==> src/rtl/core/tlbc_pkg.sv <==
`timescale 1ns / 1ps
// ---------------------------------------------------------------------------
// tlbc_pkg
// shared types and constants of the clock-replacement tlb
// ---------------------------------------------------------------------------
package tlbc_pkg;

    localparam int DEF_ENTRIES    = 16;
    localparam int DEF_PAGE_BITS  = 20;
    localparam int DEF_FRAME_BITS = 20;

    // fixed widths of the register and of the slot field
    localparam int CFG_W  = 5;
    localparam int SLOT_W = 4;

    typedef enum logic [1:0] {
        ST_IDLE,
        ST_DECIDE,
        ST_SWEEP,
        ST_DONE
    } t_state;

    // controller to datapath
    typedef struct packed {
        logic capture;
        logic touch_hit;
        logic fill_free;
        logic start_sweep;
        logic sweep_step;
        logic fill_hand;
        logic load_out;
    } t_cmd;

    // datapath to controller
    typedef struct packed {
        logic hit;
        logic free;
        logic used_at_hand;
    } t_sts;

endpackage

==> src/rtl/core/tlbc_req_if.sv <==
`timescale 1ns / 1ps
// ---------------------------------------------------------------------------
// tlbc_req_if
// request channel: page, access kind and walk frame
// ---------------------------------------------------------------------------
interface tlbc_req_if #(
    parameter int PAGE_BITS  = tlbc_pkg::DEF_PAGE_BITS,
    parameter int FRAME_BITS = tlbc_pkg::DEF_FRAME_BITS
) ();
    logic                  valid;
    logic                  ready;
    logic [PAGE_BITS-1:0]  virtual_page;
    logic                  is_write;
    logic [FRAME_BITS-1:0] walk_frame;

    modport source (output valid, output virtual_page, output is_write,
                    output walk_frame, input ready);
    modport sink   (input valid, input virtual_page, input is_write,
                    input walk_frame, output ready);
endinterface

==> src/rtl/core/tlbc_rsp_if.sv <==
`timescale 1ns / 1ps
// ---------------------------------------------------------------------------
// tlbc_rsp_if
// response channel: frame, hit flag and slot
// ---------------------------------------------------------------------------
interface tlbc_rsp_if #(
    parameter int FRAME_BITS = tlbc_pkg::DEF_FRAME_BITS
) ();
    logic                        valid;
    logic                        ready;
    logic [FRAME_BITS-1:0]       frame;
    logic                        hit;
    logic [tlbc_pkg::SLOT_W-1:0] slot;

    modport source (output valid, output frame, output hit, output slot,
                    input ready);
    modport sink   (input valid, input frame, input hit, input slot,
                    output ready);
endinterface

==> src/rtl/core/tlb_clock_replacement.sv <==
`timescale 1ns / 1ps
// ---------------------------------------------------------------------------
// tlb_clock_replacement
// fully associative tlb with clock replacement
// ---------------------------------------------------------------------------
// usage
//   i_req carries one access per beat: virtual page, write flag and the
//   frame a page-table walk would give. o_rsp returns one beat per access:
//   frame, hit flag and slot of the entry hit or filled.
//   i_cfg_we / i_cfg_data write entries_in_use; write only while idle.
// sequence
//   hit or fill of a free entry: the request is captured, then the entry is
//   touched or filled, then the result is loaded; a new request is taken
//   in the cycle the result is loaded.
//   replacement: the hand passes used entries before the fill; the sweep
//   clears one used bit per cycle.
// reset
//   all entries invalid, hand at 0, entries_in_use at the depth, capped at 31.
// stall
//   the result sits in an output register; the next request is taken and
//   worked up to the result point, then waits until the register frees.
// ---------------------------------------------------------------------------
module tlb_clock_replacement #(
    parameter int ENTRIES    = tlbc_pkg::DEF_ENTRIES,
    parameter int PAGE_BITS  = tlbc_pkg::DEF_PAGE_BITS,
    parameter int FRAME_BITS = tlbc_pkg::DEF_FRAME_BITS
) (
    input  logic                       i_clk,
    input  logic                       i_rst_n,
    input  logic                       i_cfg_we,
    input  logic [tlbc_pkg::CFG_W-1:0] i_cfg_data,
    tlbc_req_if.sink                   i_req,
    tlbc_rsp_if.source                 o_rsp
);
    import tlbc_pkg::*;

    // command and status between sequencer and datapath
    t_cmd cmd;
    t_sts sts;

    tlbc_ctrl u_ctrl (
        .i_clk       (i_clk),
        .i_rst_n     (i_rst_n),
        .i_req_valid (i_req.valid),
        .i_rsp_ready (o_rsp.ready),
        .i_sts       (sts),
        .o_cmd       (cmd),
        .o_req_ready (i_req.ready),
        .o_rsp_valid (o_rsp.valid)
    );

    // entries, tag compare, hand, result register
    tlbc_dp #(
        .ENTRIES    (ENTRIES),
        .PAGE_BITS  (PAGE_BITS),
        .FRAME_BITS (FRAME_BITS)
    ) u_dp (
        .i_clk          (i_clk),
        .i_rst_n        (i_rst_n),
        .i_cfg_we       (i_cfg_we),
        .i_cfg_data     (i_cfg_data),
        .i_virtual_page (i_req.virtual_page),
        .i_is_write     (i_req.is_write),
        .i_walk_frame   (i_req.walk_frame),
        .i_cmd          (cmd),
        .o_sts          (sts),
        .o_frame        (o_rsp.frame),
        .o_hit          (o_rsp.hit),
        .o_slot         (o_rsp.slot)
    );

endmodule

==> src/rtl/core/tlbc_ctrl.sv <==
`timescale 1ns / 1ps
// ---------------------------------------------------------------------------
// tlbc_ctrl
// sequencer: lookup decision, clock sweep and result hand-off
// ---------------------------------------------------------------------------
module tlbc_ctrl (
    input  logic           i_clk,
    input  logic           i_rst_n,
    input  logic           i_req_valid,
    input  logic           i_rsp_ready,
    input  tlbc_pkg::t_sts i_sts,
    output tlbc_pkg::t_cmd o_cmd,
    output logic           o_req_ready,
    output logic           o_rsp_valid
);
    import tlbc_pkg::*;

    t_state r_state, n_state;
    logic   r_rsp_valid;
    logic   out_free;

    assign out_free = !r_rsp_valid || i_rsp_ready;

    always_ff @(posedge i_clk) begin
        if (!i_rst_n) begin
            r_state     <= ST_IDLE;
            r_rsp_valid <= 1'b0;
        end else begin
            r_state <= n_state;
            if (o_cmd.load_out) begin
                r_rsp_valid <= 1'b1;
            end else if (i_rsp_ready) begin
                r_rsp_valid <= 1'b0;
            end
        end
    end

    // next state
    always_comb begin
        n_state = r_state;
        unique case (r_state)
            ST_IDLE: begin
                if (i_req_valid) n_state = ST_DECIDE;
            end
            ST_DECIDE: begin
                if (i_sts.hit || i_sts.free) n_state = ST_DONE;
                else                         n_state = ST_SWEEP;
            end
            ST_SWEEP: begin
                if (!i_sts.used_at_hand) n_state = ST_DONE;
            end
            ST_DONE: begin
                if (out_free) n_state = i_req_valid ? ST_DECIDE : ST_IDLE;
            end
            default: n_state = ST_IDLE;
        endcase
    end

    // outputs
    always_comb begin
        o_cmd       = '0;
        o_req_ready = 1'b0;
        unique case (r_state)
            ST_IDLE: begin
                // no beat is taken while reset is held
                o_req_ready   = i_rst_n;
                o_cmd.capture = i_req_valid && i_rst_n;
            end
            ST_DECIDE: begin
                if (i_sts.hit)       o_cmd.touch_hit   = 1'b1;
                else if (i_sts.free) o_cmd.fill_free   = 1'b1;
                else                 o_cmd.start_sweep = 1'b1;
            end
            ST_SWEEP: begin
                if (i_sts.used_at_hand) o_cmd.sweep_step = 1'b1;
                else                    o_cmd.fill_hand  = 1'b1;
            end
            ST_DONE: begin
                o_cmd.load_out = out_free;
                o_req_ready    = out_free;
                o_cmd.capture  = out_free && i_req_valid;
            end
            default: begin
                o_cmd = '0;
            end
        endcase
    end

    assign o_rsp_valid = r_rsp_valid;

endmodule

==> src/rtl/core/tlbc_dp.sv <==
`timescale 1ns / 1ps
// ---------------------------------------------------------------------------
// tlbc_dp
// entry store, tag compare, clock hand and result register
// ---------------------------------------------------------------------------
module tlbc_dp #(
    parameter int ENTRIES    = tlbc_pkg::DEF_ENTRIES,
    parameter int PAGE_BITS  = tlbc_pkg::DEF_PAGE_BITS,
    parameter int FRAME_BITS = tlbc_pkg::DEF_FRAME_BITS
) (
    input  logic                        i_clk,
    input  logic                        i_rst_n,
    input  logic                        i_cfg_we,
    input  logic [tlbc_pkg::CFG_W-1:0]  i_cfg_data,
    input  logic [PAGE_BITS-1:0]        i_virtual_page,
    input  logic                        i_is_write,
    input  logic [FRAME_BITS-1:0]       i_walk_frame,
    input  tlbc_pkg::t_cmd              i_cmd,
    output tlbc_pkg::t_sts              o_sts,
    output logic [FRAME_BITS-1:0]       o_frame,
    output logic                        o_hit,
    output logic [tlbc_pkg::SLOT_W-1:0] o_slot
);
    import tlbc_pkg::*;

    localparam int IDX_W   = $clog2(ENTRIES);
    localparam int CMP_W   = (IDX_W + 1 > CFG_W) ? IDX_W + 1 : CFG_W;
    localparam int CFG_RST = (ENTRIES > 31) ? 31 : ENTRIES;

    // entry state
    logic [PAGE_BITS-1:0]  r_page [ENTRIES];
    logic [FRAME_BITS-1:0] r_frame_mem [ENTRIES];
    logic [ENTRIES-1:0]    r_valid, r_used, r_dirty;
    logic [IDX_W-1:0]      r_hand;
    logic [CFG_W-1:0]      r_cfg;

    // captured access
    logic [PAGE_BITS-1:0]  r_vpage;
    logic                  r_write;
    logic [FRAME_BITS-1:0] r_walk;
    logic [ENTRIES-1:0]    r_hit_vec, r_free_vec;

    logic [FRAME_BITS-1:0] r_rdata;
    logic [IDX_W-1:0]      r_pick;
    logic                  r_is_hit;

    logic [FRAME_BITS-1:0] r_out_frame;
    logic                  r_out_hit;
    logic [SLOT_W-1:0]     r_out_slot;

    logic [CMP_W-1:0]      active_cnt;
    logic [ENTRIES-1:0]    in_range, hit_vec, free_vec;
    logic [IDX_W-1:0]      hit_idx, free_idx, fill_idx, hand_start, hand_step;
    logic                  fill;

    // zero acts as one, values above the depth act as the depth
    always_comb begin
        if (r_cfg == '0) begin
            active_cnt = CMP_W'(1);
        end else if (CMP_W'(r_cfg) > CMP_W'(ENTRIES)) begin
            active_cnt = CMP_W'(ENTRIES);
        end else begin
            active_cnt = CMP_W'(r_cfg);
        end
    end

    always_comb begin
        for (int i = 0; i < ENTRIES; i++) begin
            in_range[i] = CMP_W'(i) < active_cnt;
            hit_vec[i]  = r_valid[i] && (r_page[i] == i_virtual_page) && in_range[i];
            free_vec[i] = !r_valid[i] && in_range[i];
        end
    end

    // lowest set bit wins
    always_comb begin
        hit_idx  = '0;
        free_idx = '0;
        for (int i = ENTRIES - 1; i >= 0; i--) begin
            if (r_hit_vec[i])  hit_idx  = IDX_W'(i);
            if (r_free_vec[i]) free_idx = IDX_W'(i);
        end
    end

    assign hand_start = (CMP_W'(r_hand) >= active_cnt) ? '0 : r_hand;
    assign hand_step  = (CMP_W'(r_hand) + CMP_W'(1) == active_cnt) ? '0
                                                                   : r_hand + 1'b1;
    assign fill       = i_cmd.fill_free || i_cmd.fill_hand;
    assign fill_idx   = i_cmd.fill_free ? free_idx : r_hand;

    assign o_sts.hit          = |r_hit_vec;
    assign o_sts.free         = |r_free_vec;
    assign o_sts.used_at_hand = r_used[r_hand];

    always_ff @(posedge i_clk) begin
        if (!i_rst_n) begin
            r_valid <= '0;
            r_used  <= '0;
            r_dirty <= '0;
            r_hand  <= '0;
            r_cfg   <= CFG_W'(CFG_RST);
        end else begin
            if (i_cfg_we) r_cfg <= i_cfg_data;
            if (fill) begin
                r_valid[fill_idx] <= 1'b1;
                r_used[fill_idx]  <= 1'b1;
                r_dirty[fill_idx] <= r_write;
            end
            if (i_cmd.touch_hit) begin
                r_used[hit_idx] <= 1'b1;
                if (r_write) r_dirty[hit_idx] <= 1'b1;
            end
            if (i_cmd.start_sweep) r_hand <= hand_start;
            if (i_cmd.sweep_step) begin
                r_used[r_hand] <= 1'b0;
                r_hand         <= hand_step;
            end
        end
    end

    always_ff @(posedge i_clk) begin
        if (i_cmd.capture) begin
            r_vpage    <= i_virtual_page;
            r_write    <= i_is_write;
            r_walk     <= i_walk_frame;
            r_hit_vec  <= hit_vec;
            r_free_vec <= free_vec;
        end
        if (fill) begin
            r_page[fill_idx]      <= r_vpage;
            r_frame_mem[fill_idx] <= r_walk;
            r_pick                <= fill_idx;
            r_is_hit              <= 1'b0;
        end
        if (i_cmd.touch_hit) begin
            r_rdata  <= r_frame_mem[hit_idx];
            r_pick   <= hit_idx;
            r_is_hit <= 1'b1;
        end
        if (i_cmd.load_out) begin
            r_out_frame <= r_is_hit ? r_rdata : r_walk;
            r_out_hit   <= r_is_hit;
            r_out_slot  <= SLOT_W'(r_pick);
        end
    end

    assign o_frame = r_out_frame;
    assign o_hit   = r_out_hit;
    assign o_slot  = r_out_slot;

endmodule

==> src/flat_wrapper.sv <==
// flat-port wrapper written by rule: the top's interface ports become plain ports
module tlb_clock_replacement_flat import tlbc_pkg::*;
#(
    parameter int ENTRIES    = tlbc_pkg::DEF_ENTRIES,
    parameter int PAGE_BITS  = tlbc_pkg::DEF_PAGE_BITS,
    parameter int FRAME_BITS = tlbc_pkg::DEF_FRAME_BITS
)
  (i_clk, i_rst_n, i_cfg_we, i_cfg_data, i_req_valid, i_req_virtual_page, i_req_is_write, i_req_walk_frame, i_req_ready, o_rsp_valid, o_rsp_frame, o_rsp_hit, o_rsp_slot, o_rsp_ready);
  tlbc_req_if #(.PAGE_BITS(PAGE_BITS), .FRAME_BITS(FRAME_BITS)) i_req_i ();
  tlbc_rsp_if #(.FRAME_BITS(FRAME_BITS)) o_rsp_i ();
  input  logic i_clk;
  input  logic i_rst_n;
  input  logic i_cfg_we;
  input  logic [tlbc_pkg::CFG_W-1:0] i_cfg_data;
  input wire logic [$bits(i_req_i.valid)-1:0] i_req_valid;
  input wire logic [$bits(i_req_i.virtual_page)-1:0] i_req_virtual_page;
  input wire logic [$bits(i_req_i.is_write)-1:0] i_req_is_write;
  input wire logic [$bits(i_req_i.walk_frame)-1:0] i_req_walk_frame;
  output wire logic [$bits(i_req_i.ready)-1:0] i_req_ready;
  output wire logic [$bits(o_rsp_i.valid)-1:0] o_rsp_valid;
  output wire logic [$bits(o_rsp_i.frame)-1:0] o_rsp_frame;
  output wire logic [$bits(o_rsp_i.hit)-1:0] o_rsp_hit;
  output wire logic [$bits(o_rsp_i.slot)-1:0] o_rsp_slot;
  input wire logic [$bits(o_rsp_i.ready)-1:0] o_rsp_ready;
  assign i_req_i.valid = i_req_valid;
  assign i_req_i.virtual_page = i_req_virtual_page;
  assign i_req_i.is_write = i_req_is_write;
  assign i_req_i.walk_frame = i_req_walk_frame;
  assign i_req_ready = i_req_i.ready;
  assign o_rsp_valid = o_rsp_i.valid;
  assign o_rsp_frame = o_rsp_i.frame;
  assign o_rsp_hit = o_rsp_i.hit;
  assign o_rsp_slot = o_rsp_i.slot;
  assign o_rsp_i.ready = o_rsp_ready;
  tlb_clock_replacement #(.ENTRIES(ENTRIES), .PAGE_BITS(PAGE_BITS), .FRAME_BITS(FRAME_BITS)) u_core (.i_clk(i_clk), .i_rst_n(i_rst_n), .i_cfg_we(i_cfg_we), .i_cfg_data(i_cfg_data), .i_req(i_req_i), .o_rsp(o_rsp_i));
endmodule
==> config.mk <==
export PLATFORM = sky130hd
export DESIGN_NAME = tlb_clock_replacement_flat
export DESIGN_NICKNAME = d
export VERILOG_FILES = /design/src/rtl/core/tlbc_pkg.sv /design/src/rtl/core/tlbc_req_if.sv /design/src/rtl/core/tlbc_rsp_if.sv /design/src/rtl/core/tlb_clock_replacement.sv /design/src/rtl/core/tlbc_ctrl.sv /design/src/rtl/core/tlbc_dp.sv /design/src/flat_wrapper.sv
export SDC_FILE = /design/constraint.sdc
export NUM_CORES = 1
export LEC_CHECK = 0
export BUFFER_PORTS_ARGS = -buffer_cell sky130_fd_sc_hd__buf_2
export CORE_MARGIN = 10
export CORE_UTILIZATION = 50
export CTS_CLUSTER_DIAMETER = 200
export CTS_CLUSTER_SIZE = 12
export DETAILED_ROUTE_END_ITERATION = 8
export PLACE_DENSITY = 0.66
export SETUP_SLACK_MARGIN = 0.5
export SLEW_MARGIN = 15
export SYNTH_ARGS = -nofsm -noshare
export SYNTH_HDL_FRONTEND = slang
export SYNTH_HIERARCHICAL = 1
export SYNTH_SLANG_ARGS = --single-unit
==> constraint.sdc <==
create_clock -name i_clk -period 23.8 [get_ports i_clk]
set_input_delay 7.14 -clock i_clk [delete_from_list [all_inputs] [get_ports i_clk]]
set_output_delay 7.14 -clock i_clk [all_outputs]
set_load 0.005 [all_outputs]
==> results.txt <==
* Run status: finished, final reports clean
* Number of sinks on the clock net: a little over 800
* Maximum ir drop on the vdd rail: approximately 0.000070 V
* Power per cell area: between 80 and 90 nW/µm²
* Count of unique library cells instantiated by Yosys: 61
- TNS Setup: 0 ns
- Clock power frac: between 30% and 40%
- Entering global routing, the biggest net connects 110 pins.
- Combined area of all synthesized cells: between 30000 and 40000 µm²
* CTS tree: done
- Summing all non-filler instances in the final layout gives an area of 36200 µm².
- Residual overflow from global routing: 0
- On the final layout, the worst hold slack is 0.425 ns.
* Min-delay src: u_core/u_dp/r_pick[0]
- The tree is rooted in a clkbuf_16.
* Final setup violation count: 0
- Critical Path AT: 8.22 ns
* Area share of the largest cell type after synthesis: between 70% and 80%
- Count of buffers added by post-CTS timing repair for setup: 0
- For this design the total switching power over the nets is roughly 0.83 mW.
- H-tree depth reported by CTS: 3
* Worst setup SP type: input pin
- The initial antenna violation count was 0.
- Post-route antenna net violation count: 0
* Category of the critical setup timing path: in -> out
- The post-route netlist has 11.5% of its cells at a drive strength greater than 1.
* Cts repair resizes: 0
- Count of yosys warnings during synthesis: 6
* Leading post-synthesis cells by instance count: 761 x edfxtp_1, 242 x xor2_1, 127 x nand2_1
* RSZ-0062 raised after global routing: false
* Diodes inserted: 0
* Vias in the first global route: 18300
* Count of standard-cell rows: 93
- Of all cell types, the one taking the most synthesized area is edfxtp_1.
- After clock tree synthesis, the clock-pin slew on the worst setup and hold paths is around 0.060 ns.
- Number of buffers added on ports: 76
* Maximum clock insertion buffer count: 3
* Critical Path Most Common Cell: buf_2
- The initial utilization of the core area, before any placement, comes to around half.
- The design draws 3.25 mW.
- Switching part of the total power: 25.4%
* Max-slew violation count: 0
* Detailed-routing iteration count for the pre-antenna-repair pass: 5
- STA classifies the critical path endpoint as an output port.
- Cells taking the most area after synthesis: edfxtp_1 70%, xor2_1 6.5%, dfxtp_1 2.8%
- EDFF count, synth: 761
- Total number of vias: about 19000
- The startpoint identified for the worst register-to-register timing path is u_core/u_dp/r_hit_vec[2].
- Count of hold buffers inserted by post-cts repair: 0
- After synthesis, the share of flip-flops with an asynchronous set or reset is 0%.
- Of the available clock period, the critical path in the final layout requires around 65%.
- In this design, the largest share of critical-path delay is due to buffers and inverters.
* Total core area: 64500 µm²
* Setup crit start: i_rst_n
* Floorplan die height: 275 µm
- Layout net count: 2272
- DRC viols: 0
* Final WS setup: 8.44 ns
- The slowest stage of the critical path belongs to the cell buf_2.
* Final routed wire length divided by cell count: 27.1 µm
- Syn_nets: 2199
* Cell Int Power: between 2 and 2.5 mW
- Clock skew on the completed layout was measured at 0.0272 ns.
* Mapped Avg Cell Area: between 15 and 20 µm²
- The HPWL after detailed placement is roughly 46000 µm.
* Most frequently used flop master after synthesis: edfxtp_1
- For this block, the initial DRC count from the detailed router was slightly above 2000.
- Final-report hold violation count: 0
- Gate count of the mapped netlist: around 2100
- Via density per instance: 6.02
- Total detailed-routing wirelength: 83600 µm
- Measured against its own limit, the worst slew margin works out to 28.0%.
- Max capacitance violation total: 0
* Worst skew pair latency: 0.62 ns
- Sequential element share of the synthesized area: approximately 73%
- Setup slack after placement: 8.44 ns
- Final worst path period need: 15.36 ns
- In this run the worst path has a maximum fanout of 42.
- For the pin with the worst max-slew slack, the measured transition is ~1.1 ns.
* Sequential Power Share: 55.3%
- The largest single stage delay on the critical path is 0.61 ns.
- Horiz. Die Dim: roughly 280 µm
* Total die area: 75800 µm²
- Part of the total power dissipated in combinational logic: between 10% and 20%
* Required time at the worst-slack endpoint: ~17 ns
- Counting both buffers and inverters, the worst setup path holds a total of 2.
* Worst path cell trace: buf_2, a22oi_1, nor2_1, buf_2
* Achievable frequency: roughly 65 MHz
- At the end of routability-driven placement, the weighted congestion stood at 0.808.
- The placed instances occupy a cell area of 34000 µm².
- Cell with the most instances after synthesis: edfxtp_1
- Summed over all cells, the static leakage comes to 12.0 nW.
- Class of the worst hold path: reg -> reg
* IO Count: roughly 80
* Post-synthesis to final-layout area growth: 10.9%
* Flops & latches, synth: 806
- The first global-routing pass estimated 121000 µm of wire.
* Total clock buffers created by CTS: 77
* Total Routing Usage GR: roughly 22%
cell type report:
cell class | instances | area [µm²]
clock buffer | 95 | 2080
clock inverter | 3 | 57.6
fill | 4987 | 28300
inverter | 14 | 52.6
multi-input combinational | 1195 | 8490
sequential | 806 | 23800
tap | 855 | 1070
timing repair buffer | 114 | 678
metrics by stage:
stage / util, % / cells
2_1_floorplan: - / 2135
3_3_place_gp: 52.8 / 2984
3_5_place_dp: 52.8 / 2984
4_1_cts: 56.1 / 3082
5_1_grt: 56.1 / 3082
6_report: 56.1 / 3082
sequential cells by signal (all words and copies together) (netlist names):
| name | cells |
|---|---|
| u_core/u_dp/r_frame_mem | 320 |
| u_core/u_dp/r_page | 320 |
| u_core/u_dp/o_frame | 20 |
| u_core/u_dp/r_rdata | 20 |
| u_core/u_dp/r_vpage | 20 |
| u_core/u_dp/r_walk | 20 |
| u_core/u_dp/r_free_vec | 16 |
| u_core/u_dp/r_hit_vec | 16 |
| u_core/u_dp/r_used | 16 |
| u_core/u_dp/r_valid | 16 |
| u_core/u_dp/r_cfg | 5 |
| u_core/u_dp/o_slot | 4 |
| u_core/u_dp/r_hand | 4 |
| u_core/u_dp/r_pick | 4 |
| u_core/u_ctrl/r_state | 2 |
| u_core/u_ctrl/o_rsp_valid | 1 |
| u_core/u_dp/o_hit | 1 |
| u_core/u_dp/r_is_hit | 1 |
layer usage:
metal,global-route usage [%],share of wire [%],vias to the layer above
met3,3.41,6.3,164
met4,8.33,3.5,0
met5,0,0,-
met2,37.8,51,731
li1,-,-,8186
met1,27.5,39,9483
placed cells by master, fill, tap and decap left out, drive strengths merged, types with 4 or more instances in the layout:
cell and n:
edfxtp 761, xor2 242, nand2 127, buf 114, clkbuf 95, xnor2 82
nand3 72, nor4 72, a21oi 65, mux2i 61, o21ai 60, nor2 54
nor3 52, dfxtp 45, a21o 37, nand4 31, or4 24, mux2 24
a31oi 22, o22ai 21, o21a 18, o311a 17, nor2b 17, o2111ai 16
inv 15, ha 13, nand2b 10, a2111o 5, mux4 5, o31ai 4
o211ai 4, or2 4, and2 4, and3 4
worst reg2reg max path, cell delays in order, from the launching register on:
cell and delay, ns:
edfxtp_1 0.48, or4_1 0.61, nor2_1 0.17, nand3_1 0.19, and3b_1 0.49, nand2b_1 0.14, or4b_2 0.65, o211ai_1 0.18
o211ai_1 0.38, nor2_4 0.65, buf_4 0.61
power by group through the flow:
stage	combinational (mW)	clock, mW	sequential (mW)
2_1_floorplan	0.240	0	1.77
3_3_place_gp	0.345	0	1.82
3_5_place_dp	0.355	0	1.82
4_1_cts	0.357	1.11	1.80
5_1_grt	0.384	1.17	1.80
6_report	0.356	1.10	1.80
path summary, 6_finish.rpt:
kind / to / depth (start not counted) / slack (ns)
max: i_req_ready / 4 / 8.44
min: u_core/u_dp/o_slot[0] / 0 / 0.43
max reg2reg: u_core/u_dp/r_page[1][17] / 10 / 18.81
min reg2reg: u_core/u_dp/o_slot[0] / 0 / 0.43
kinds of logic (layout without fill, tap and decap cells):
logic type	after synthesis	after routing	share of synthesized area (%)
buffers and inverters	134	226	1.60
AOI/OAI and AO/OA	283	283	5.69
muxes	90	90	3.05
DFF	806	806	72.8
xor gates and xnor gates	324	324	8.70
adders and majority gates	13	13	0.499
and+or+nand+nor	485	485	7.63
No activity file was read; power rests on OpenSTA's default activity.
